### config.mk
export PLATFORM = sky130hd
export DESIGN_NAME = frame_route_dispatcher
export DESIGN_NICKNAME = d
export VERILOG_FILES = /design/src/hdl/frd_pkg.sv /design/src/hdl/frame_route_dispatcher.sv /design/src/hdl/frd_route_table.sv /design/src/hdl/frd_seen_table.sv
export SDC_FILE = /design/constraint.sdc
export NUM_CORES = 1
export LEC_CHECK = 0
export BUFFER_PORTS_ARGS = -buffer_cell sky130_fd_sc_hd__buf_4
export CAP_MARGIN = 15
export CORE_UTILIZATION = 35
export CTS_CLUSTER_SIZE = 8
export DETAILED_ROUTE_END_ITERATION = 8
export GPL_ROUTABILITY_DRIVEN = 1
export PLACE_DENSITY = 0.54
export RECOVER_POWER = 25
export SLEW_MARGIN = 10
export SYNTH_ARGS = -nofsm -noshare
export SYNTH_HDL_FRONTEND = slang
export SYNTH_SLANG_ARGS = --single-unit
### constraint.sdc
create_clock -name clk -period 6.3 [get_ports clk]
set_input_delay 1.26 -clock clk [delete_from_list [all_inputs] [get_ports clk]]
set_output_delay 1.26 -clock clk [all_outputs]
set_load 0.05 [all_outputs]
### src/hdl/frd_pkg.sv
`default_nettype none
// ---------------------------------------------------------------------------
// frd_pkg
// Shared types and constants for the frame route dispatcher.
// ---------------------------------------------------------------------------
package frd_pkg;

  localparam int ROUTE_ENTRIES = 8;
  localparam int SEEN_ENTRIES  = 8;
  localparam int HDR_BYTES     = 3;

  localparam int RT_IW = (ROUTE_ENTRIES > 1) ? $clog2(ROUTE_ENTRIES) : 1;
  localparam int SN_IW = (SEEN_ENTRIES > 1) ? $clog2(SEEN_ENTRIES) : 1;

  localparam int CFG_IW = 1;

  typedef enum logic [CFG_IW-1:0] {
    CFG_EXPECTED_HEAD = 1'd0,
    CFG_MAX_PAYLOAD   = 1'd1
  } cfg_idx_t;

  typedef enum logic [3:0] {
    ST_DELIVERED    = 4'd0,
    ST_NEW          = 4'd1,
    ST_OVERWRITTEN  = 4'd2,
    ST_FULL         = 4'd3,
    ST_NULL         = 4'd4,
    ST_SHORT        = 4'd5,
    ST_BAD_HEAD     = 4'd6,
    ST_TRUNCATED    = 4'd7,
    ST_UNREGISTERED = 4'd8
  } status_t;

  typedef struct packed {
    logic       upd;
    logic [7:0] tag;
  } rt_cmd_t;

  typedef struct packed {
    logic             hit;
    logic [RT_IW-1:0] hit_idx;
    logic [7:0]       hit_tag;
    logic             free_ok;
    logic [RT_IW-1:0] free_idx;
  } rt_resp_t;

endpackage
`default_nettype wire

### src/hdl/frame_route_dispatcher.sv
`default_nettype none
// ---------------------------------------------------------------------------
// frame_route_dispatcher
// Route registration and frame header dispatch against a small route table.
// ---------------------------------------------------------------------------
// One word is taken per clock while in_ready is high. Each word passes an
// input register, which feeds the header checks and the parallel table
// compares, and then the result register, which takes their outcome. The
// table updates land on the same edge that loads the result register, so the
// next word already sees them. A stalled result register holds the input
// register; in_ready drops only when both hold a word and out_ready is low.
module frame_route_dispatcher
  import frd_pkg::*;
(
  input  wire logic              clk,
  input  wire logic              rst_n,
  input  wire logic              cfg_wr_en,
  input  wire logic [CFG_IW-1:0] cfg_index,
  input  wire logic [7:0]        cfg_wdata,
  input  wire logic              in_valid,
  output logic                   in_ready,
  input  wire logic              in_mode,
  input  wire logic [7:0]        in_head_byte,
  input  wire logic [7:0]        in_func_code,
  input  wire logic [7:0]        in_length_byte,
  input  wire logic [7:0]        in_frame_size,
  input  wire logic [7:0]        in_handler_tag,
  output logic                   out_valid,
  input  wire logic              out_ready,
  output logic [3:0]             out_status,
  output logic [2:0]             out_route_index,
  output logic [7:0]             out_dest_tag,
  output logic [7:0]             out_body_len,
  output logic                   out_report_unknown
);

  logic [7:0] expected_head_r;
  logic [7:0] max_body_len_r;

  logic       s1_valid_r, s1_valid_nxt;
  logic       s1_mode_r;
  logic [7:0] s1_head_r, s1_code_r, s1_len_r, s1_size_r, s1_tag_r;

  logic       out_valid_r, out_valid_nxt;
  status_t    out_status_r, status_nxt;
  logic [2:0] out_idx_r, idx_nxt;
  logic [7:0] out_dtag_r, dtag_nxt;
  logic [7:0] out_plen_r, plen_nxt;
  logic       out_report_r, report_nxt;

  logic       in_acc;
  logic       s1_adv;
  logic [7:0] plen_clamp;
  logic       rec_en;
  logic       seen;
  rt_cmd_t    rt_cmd;
  rt_resp_t   rt_resp;

  always_ff @(posedge clk) begin
    if (!rst_n) begin
      expected_head_r <= 8'd0;
      max_body_len_r  <= 8'd32;
    end else if (cfg_wr_en) begin
      case (cfg_idx_t'(cfg_index))
        CFG_EXPECTED_HEAD: expected_head_r <= cfg_wdata;
        CFG_MAX_PAYLOAD:   max_body_len_r  <= cfg_wdata;
        default: ;
      endcase
    end
  end

  // handshake
  assign s1_adv   = s1_valid_r && (!out_valid_r || out_ready);
  assign in_ready = !s1_valid_r || !out_valid_r || out_ready;
  assign in_acc   = in_valid && in_ready;

  always_comb begin
    s1_valid_nxt = s1_valid_r;
    if (in_acc) begin
      s1_valid_nxt = 1'b1;
    end else if (s1_adv) begin
      s1_valid_nxt = 1'b0;
    end
    out_valid_nxt = out_valid_r;
    if (s1_adv) begin
      out_valid_nxt = 1'b1;
    end else if (out_ready) begin
      out_valid_nxt = 1'b0;
    end
  end

  always_ff @(posedge clk) begin
    if (!rst_n) begin
      s1_valid_r  <= 1'b0;
      out_valid_r <= 1'b0;
    end else begin
      s1_valid_r  <= s1_valid_nxt;
      out_valid_r <= out_valid_nxt;
    end
  end

  always_ff @(posedge clk) begin
    if (in_acc) begin
      s1_mode_r <= in_mode;
      s1_head_r <= in_head_byte;
      s1_code_r <= in_func_code;
      s1_len_r  <= in_length_byte;
      s1_size_r <= in_frame_size;
      s1_tag_r  <= in_handler_tag;
    end
  end

  frd_route_table u_route (
    .clk   (clk),
    .rst_n (rst_n),
    .code  (s1_code_r),
    .cmd   (rt_cmd),
    .resp  (rt_resp)
  );

  frd_seen_table u_seen (
    .clk    (clk),
    .rst_n  (rst_n),
    .code   (s1_code_r),
    .rec_en (rec_en),
    .seen   (seen)
  );

  assign plen_clamp = (s1_len_r > max_body_len_r) ? max_body_len_r : s1_len_r;

  always_comb begin
    status_nxt = ST_NULL;
    idx_nxt    = 3'd0;
    dtag_nxt   = 8'd0;
    plen_nxt   = 8'd0;
    report_nxt = 1'b0;
    rec_en     = 1'b0;
    rt_cmd.upd = 1'b0;
    rt_cmd.tag = s1_tag_r;
    if (!s1_mode_r) begin
      if (s1_tag_r == 8'd0) begin
        status_nxt = ST_NULL;
      end else begin
        rt_cmd.upd = s1_adv;
        if (rt_resp.hit) begin
          status_nxt = ST_OVERWRITTEN;
          idx_nxt    = 3'(rt_resp.hit_idx);
        end else if (rt_resp.free_ok) begin
          status_nxt = ST_NEW;
          idx_nxt    = 3'(rt_resp.free_idx);
        end else begin
          status_nxt = ST_FULL;
        end
      end
    end else if (s1_size_r < 8'(HDR_BYTES)) begin
      status_nxt = ST_SHORT;
    end else if (s1_head_r != expected_head_r) begin
      status_nxt = ST_BAD_HEAD;
    end else begin
      plen_nxt = plen_clamp;
      if ({1'b0, s1_size_r} < (9'(HDR_BYTES) + {1'b0, plen_clamp})) begin
        status_nxt = ST_TRUNCATED;
      end else if (rt_resp.hit) begin
        status_nxt = ST_DELIVERED;
        idx_nxt    = 3'(rt_resp.hit_idx);
        dtag_nxt   = rt_resp.hit_tag;
      end else begin
        status_nxt = ST_UNREGISTERED;
        report_nxt = !seen;
        rec_en     = s1_adv;
      end
    end
  end

  always_ff @(posedge clk) begin
    if (s1_adv) begin
      out_status_r <= status_nxt;
      out_idx_r    <= idx_nxt;
      out_dtag_r   <= dtag_nxt;
      out_plen_r   <= plen_nxt;
      out_report_r <= report_nxt;
    end
  end

  assign out_valid          = out_valid_r;
  assign out_status         = out_status_r;
  assign out_route_index    = out_idx_r;
  assign out_dest_tag       = out_dtag_r;
  assign out_body_len       = out_plen_r;
  assign out_report_unknown = out_report_r;

  a_stall_both_full: assert property (@(posedge clk) disable iff (!rst_n)
    !in_ready |-> (s1_valid_r && out_valid_r))
    else $error("input stalled while a stage is free");

  a_report_unreg: assert property (@(posedge clk) disable iff (!rst_n)
    (out_valid_r && out_report_r) |-> (out_status_r == ST_UNREGISTERED))
    else $error("report flag on a non-unregistered result");

  a_tag_delivered: assert property (@(posedge clk) disable iff (!rst_n)
    out_valid_r |-> ((out_status_r == ST_DELIVERED) == (out_dtag_r != 8'd0)))
    else $error("dest tag does not match delivered status");

  a_plen_clamped: assert property (@(posedge clk) disable iff (!rst_n)
    (s1_adv && s1_mode_r) |-> (plen_nxt <= max_body_len_r))
    else $error("payload length above the clamp");

endmodule
`default_nettype wire

### src/hdl/frd_route_table.sv
`default_nettype none
// ---------------------------------------------------------------------------
// frd_route_table
// Route slots with parallel code match, lowest-free search and one update.
// ---------------------------------------------------------------------------
module frd_route_table
  import frd_pkg::*;
(
  input  wire logic       clk,
  input  wire logic       rst_n,
  input  wire logic [7:0] code,
  input  wire rt_cmd_t    cmd,
  output rt_resp_t        resp
);

  logic [ROUTE_ENTRIES-1:0] valid_r;
  logic [7:0]               code_r [ROUTE_ENTRIES];
  logic [7:0]               tag_r  [ROUTE_ENTRIES];

  always_comb begin
    resp = '0;
    for (int i = ROUTE_ENTRIES - 1; i >= 0; i--) begin
      if (valid_r[i] && (code_r[i] == code)) begin
        resp.hit     = 1'b1;
        resp.hit_idx = RT_IW'(i);
      end
      if (!valid_r[i]) begin
        resp.free_ok  = 1'b1;
        resp.free_idx = RT_IW'(i);
      end
    end
    resp.hit_tag = tag_r[resp.hit_idx];
  end

  always_ff @(posedge clk) begin
    if (!rst_n) begin
      valid_r <= '0;
    end else if (cmd.upd && !resp.hit && resp.free_ok) begin
      valid_r[resp.free_idx] <= 1'b1;
    end
  end

  always_ff @(posedge clk) begin
    if (cmd.upd) begin
      if (resp.hit) begin
        tag_r[resp.hit_idx] <= cmd.tag;
      end else if (resp.free_ok) begin
        code_r[resp.free_idx] <= code;
        tag_r[resp.free_idx]  <= cmd.tag;
      end
    end
  end

endmodule
`default_nettype wire

### src/hdl/frd_seen_table.sv
`default_nettype none
// ---------------------------------------------------------------------------
// frd_seen_table
// Record of unregistered codes already reported, filled lowest slot first.
// ---------------------------------------------------------------------------
module frd_seen_table
  import frd_pkg::*;
(
  input  wire logic       clk,
  input  wire logic       rst_n,
  input  wire logic [7:0] code,
  input  wire logic       rec_en,
  output logic            seen
);

  logic [SEEN_ENTRIES-1:0] valid_r;
  logic [7:0]              code_r [SEEN_ENTRIES];
  logic                    free_ok;
  logic [SN_IW-1:0]        free_idx;

  always_comb begin
    seen     = 1'b0;
    free_ok  = 1'b0;
    free_idx = '0;
    for (int i = SEEN_ENTRIES - 1; i >= 0; i--) begin
      if (valid_r[i] && (code_r[i] == code)) begin
        seen = 1'b1;
      end
      if (!valid_r[i]) begin
        free_ok  = 1'b1;
        free_idx = SN_IW'(i);
      end
    end
  end

  always_ff @(posedge clk) begin
    if (!rst_n) begin
      valid_r <= '0;
    end else if (rec_en && !seen && free_ok) begin
      valid_r[free_idx] <= 1'b1;
    end
  end

  always_ff @(posedge clk) begin
    if (rec_en && !seen && free_ok) begin
      code_r[free_idx] <= code;
    end
  end

endmodule
`default_nettype wire
==> results list <==
- Summed over all instances, the cell type with the most area after synthesis is sky130_fd_sc_hd__edfxtp_1.
* Total clock buffers created by CTS: 42
- For this block, the via count after detailed routing is approximately 7.6k.
- The total area inside the core boundary comes to 0.0359 mm².
- The clock net in this run drives a total of approximately 290 sinks.
- For this run, the leading register cell type out of synthesis is sky130_fd_sc_hd__edfxtp_1.
- Buffer levels on the longest clock path: 3
* Total negative slack for setup checks: 0 ns
- In the synthesized netlist the async set-or-reset flop fraction comes to 0%.
- Summed over all nets, the switching power comes to about 0.99 mW.
- Required @ worst endpoint: approximately 6.5 ns
- TritonCTS built the clock tree.
* Warning count from the yosys run: 0
- Number of H-tree branching levels: 2
- Timing-limited maximum frequency: ~170 MHz
* Post-route ant nets: 0
- Counting every instance in the synthesized netlist gives just over 900.
- Largest clock skew in the final design: 0.0222 ns
- Post-layout total power: around 4.5 mW
- Internal Dissipation: around 3.5 mW
* Global-route wire length before repair: approximately 46 mm
* Average cell area after synthesis: roughly 14 µm²
- Endpoint arrival time on the critical path: a little under 6 ns
* Termination of the worst setup path: u_seen.code_r[1][6]
* IO buf count: 80
- The number of antenna violations at the first check in global routing was 0.
* Syn_nets: 989
* Crit path launch type: register
- The worst setup path is of the register to register kind.
* Violations in the final reports: capacitance limit, slew limit
- 0 antenna diodes ended up in the layout.
- In the final layout, the share of cells above drive strength 1 is between 15 and 20%.
* Static Leakage: around 5.2 nW
* Largest stage delay, worst path: just over 0.9 ns
- Cell types occupying the most area after synthesis: sky130_fd_sc_hd__edfxtp_1, sky130_fd_sc_hd__xor2_1, sky130_fd_sc_hd__dfxtp_1
* Clock Power Share: between 40% and 50%
- Switching share of power: between 20% and 30%
- Final hold vios: 0
- Routed wire per std cell: approximately 19 µm
* Post-CTS Repair Setup Buffers: 0
* Launching point of the worst reg2reg path: max_body_len_r[5]
- Max capacitance violation total: 1
- Summed over all layers, the routed wires come to 28.4 mm.
- Number of enable flip-flop cells after synthesis: around 260
- Hold-fix buffers, CTS: 0
- DRC viols: 0
- At the end of routability-driven placement, the weighted congestion stood at roughly 0.78.
- Entering global routing, the biggest net connects 42 pins.
- The pre-antenna-repair detailed-routing pass consisted of 5 iterations.
- The floorplan step defined a die boundary enclosing approximately 0.038 mm².
- Summed over all nets, the half-perimeter wirelength after detailed placement is 19.0 mm.
- Flop-to-flop setup slack: ~0.5 ns
- Clock edge transition at the registers on the reported setup and hold paths: roughly 0.05 ns
- CTS placed an instance of sky130_fd_sc_hd__clkbuf_16 at the clock tree root.
- Count of boundary I/O pins: a little over 80
- Summing every instance area after synthesis gives around 0.013 mm².
* Vias per cell: approximately 5.0
* Terminus of the critical flop-to-flop path: u_seen.code_r[1][6]
- Sequential share of the synthesized area: 65.0%
- Relative slew slack: -14.1%
- After global routing the overflow that remains totals 0.
- After the first detailed-routing iteration, the DRC count stood at between 400 and 500.
- The final critical path takes up roughly nine tenths of the cycle.
- Die X-Extent: 194 µm
- Starting density of the core: between 30 and 40%
- Highest-delay cell along the critical path: sky130_fd_sc_hd__nor3_1
* Number of fill cells in the layout: 3,268
- Part of the power in combinational logic: under 10%
- CP top delay family: simple AND/OR/NAND/NOR gates
* Transition time at the pin with the least slew margin: around 1.7 ns
- Clock latency reported for the late side of the worst-skew pair: roughly 0.53 ns
- Counting I/O delays and the setup requirement, the final critical path takes roughly 5.8 ns.
- Y dimension of the die: slightly below 200 µm
- Seq. cell area: 0.00840 mm²
- The total count of max-transition violations in the final report was 26.
* PostCTS Resize Cnt: 0
* Worst path depth: 19
* Fraction of synthesized cell area taken by the top area cell type: about three fifths
- Buffering stage count on the worst path with inverters included: 1
* Critical-path cell list: inv_1, ha_1, a21o_1, a21o_1, a21oi_1, a21oi_4, mux2i_1, ha_1, nor2_1, xnor2_1, nor2_1, a21oi_1, ha_1, nor2b_1, o211ai_1, a21oi_1, o211ai_2, or4_1, nor3_1
- Tracing the worst setup path back leads to its startpoint at max_body_len_r[5].
- Yosys cell types: 73
- The synthesized design contains 291 register bits.
- Biggest fanout along the worst timing path: 8
* Launch instance of the worst min-delay path: max_body_len_r[1]
- Outcome: finished, violations left
* Num rows: a little under 70
- Sort of element at the end of the critical path: register
* Endpoints failing setup: 0
- The worst-case IR drop observed on VDD is approximately 210 µV.
- For the worst flop-to-flop path, the logic depth is 19.
* Path class of the lowest-slack min-delay path: register to register
- In this run the power density over the cells is just under 300 mW/mm².
- Number of global-route vias before repair: slightly below 8k
- Total area of multi-input combinational cells: 0.00414 mm²
- Final #Nets: between 1k and 1.5k
* Global routing usage summed across all routing layers: ~15%
- From synthesis to final layout, the design area changed by 18.0%.
* Sequential share of power: between 40% and 50%
* Unrepaired setup endpoints after global routing: false
[cell type report]
| type | instances | share of cell area [%] |
|---|---|---|
| Sequential cell | 291 | 55.1 |
| Inverter | 17 | 0.419 |
| Clock inverter | 3 | 0.263 |
| Timing Repair Buffer | 112 | 5.40 |
| Multi-Input combinational cell | 567 | 27.2 |
| Tap cell | 461 | 3.79 |
| Clock buffer | 75 | 7.85 |
[placed cells by master, fill, tap and decap left out, drive strengths merged, types with 5 or more instances in the layout]
master / count
a211oi: 7
nand4: 37
mux2: 18
xnor2: 57
ha: 16
nor2: 47
o211ai: 21
nand3: 40
o21a: 8
and3: 5
inv: 17
xor2: 87
nor2b: 7
o21ai: 24
clkbuf: 108
mux2i: 16
nand2: 48
dfxtp: 34
nor3: 21
a21oi: 28
edfxtp: 257
buf: 79
nor4: 26
[how the worst min path moves through the flow]
stage	slack, ns	cells past startpoint	endpoint
after floorplan	0.45	2	max_body_len_r[1]
after global placement	0.48	2	max_body_len_r[1]
after detailed placement	0.48	2	max_body_len_r[1]
after CTS	0.49	2	max_body_len_r[1]
after global routing	0.51	2	max_body_len_r[2]
final	0.49	2	max_body_len_r[1]
[cells by family after synthesis]
group	synth area share, %
flops	65.0
mux	2.81
xor+xnor	10.0
simple gates	10.8
compound gates	6.75
fa+ha+maj	1.55
buf+inv	3.03
[worst register-to-register path: stages (launching register included)]
cell                       delay [ns]
sky130_fd_sc_hd__dfxtp_1         0.39
sky130_fd_sc_hd__inv_1           0.07
sky130_fd_sc_hd__ha_1            0.31
sky130_fd_sc_hd__a21o_1          0.16
sky130_fd_sc_hd__a21o_1          0.17
sky130_fd_sc_hd__a21oi_1         0.34
sky130_fd_sc_hd__a21oi_4         0.18
sky130_fd_sc_hd__mux2i_1         0.42
sky130_fd_sc_hd__ha_1            0.31
sky130_fd_sc_hd__nor2_1          0.10
sky130_fd_sc_hd__xnor2_1         0.12
sky130_fd_sc_hd__nor2_1          0.09
sky130_fd_sc_hd__a21oi_1         0.06
sky130_fd_sc_hd__ha_1            0.30
sky130_fd_sc_hd__nor2b_1         0.19
sky130_fd_sc_hd__o211ai_1        0.12
sky130_fd_sc_hd__a21oi_1         0.20
sky130_fd_sc_hd__o211ai_2        0.21
sky130_fd_sc_hd__or4_1           0.76
sky130_fd_sc_hd__nor3_1          0.92
[routing by layer]
metal | vias up | GRT usage (%) | share of wire, %
li1 | 3681 | - | -
met1 | 3733 | 21.5 | 48
met2 | 149 | 24.5 | 47
met3 | 34 | 2.54 | 3.7
met4 | 0 | 4.20 | 1.6
met5 | - | 0 | 0
[sequential cells by signal, indices dropped and copies added, names as in the netlist]
signal,cells
out_status,4
max_body_len_r,8
u_route.code_r,64
out_valid,1
s1_head_r,8
expected_head_r,8
out_dest_tag,8
u_seen.code_r,64
u_route.tag_r,64
out_route_index,3
s1_size_r,8
s1_mode_r,1
s1_valid_r,1
out_report_unknown,1
s1_len_r,8
s1_tag_r,8
out_body_len,8
u_route.valid_r,8
s1_code_r,8
u_seen.valid_r,8
[synthesized netlist by cell type, types with 16 or more instances]
library cell	n
sky130_fd_sc_hd__edfxtp_1	257
sky130_fd_sc_hd__xor2_1	86
sky130_fd_sc_hd__xnor2_1	54
sky130_fd_sc_hd__nand2_1	47
sky130_fd_sc_hd__nor2_1	46
sky130_fd_sc_hd__nand3_1	40
sky130_fd_sc_hd__nand4_1	37
sky130_fd_sc_hd__dfxtp_1	34
sky130_fd_sc_hd__nor4_1	22
sky130_fd_sc_hd__nor3_1	20
sky130_fd_sc_hd__o21ai_0	20
sky130_fd_sc_hd__a21oi_1	19
sky130_fd_sc_hd__o211ai_1	19
sky130_fd_sc_hd__inv_1	17
sky130_fd_sc_hd__ha_1	16
sky130_fd_sc_hd__mux2i_1	16
[power groups by stage]
stage	Combinational, mW	Sequential [mW]	Clock, mW
after global routing	0.288	2.17	2.20
after detailed placement	0.265	2.21	0
final	0.260	2.17	2.08
after global placement	0.263	2.21	0
after floorplan	0.157	2.22	0
after CTS	0.267	2.17	2.13
[metrics by stage]
| stage | instances | hold WS, ns | utilization [%] | setup WS (ns) | area [µm²] |
|---|---|---|---|---|---|
| after floorplan | 918 | 0.449 | - | 0.885 | 12900 |
| after global routing | 1526 | 0.509 | 42.4 | 0.0420 | 15200 |
| final | 1526 | 0.486 | 42.4 | 0.511 | 15200 |
| after detailed placement | 1448 | 0.482 | 39.0 | 0.517 | 14000 |
| after CTS | 1526 | 0.489 | 42.5 | 0.486 | 15300 |
| after global placement | 1448 | 0.477 | 39.0 | 0.648 | 14000 |
(Power assumes the default switching activity.)
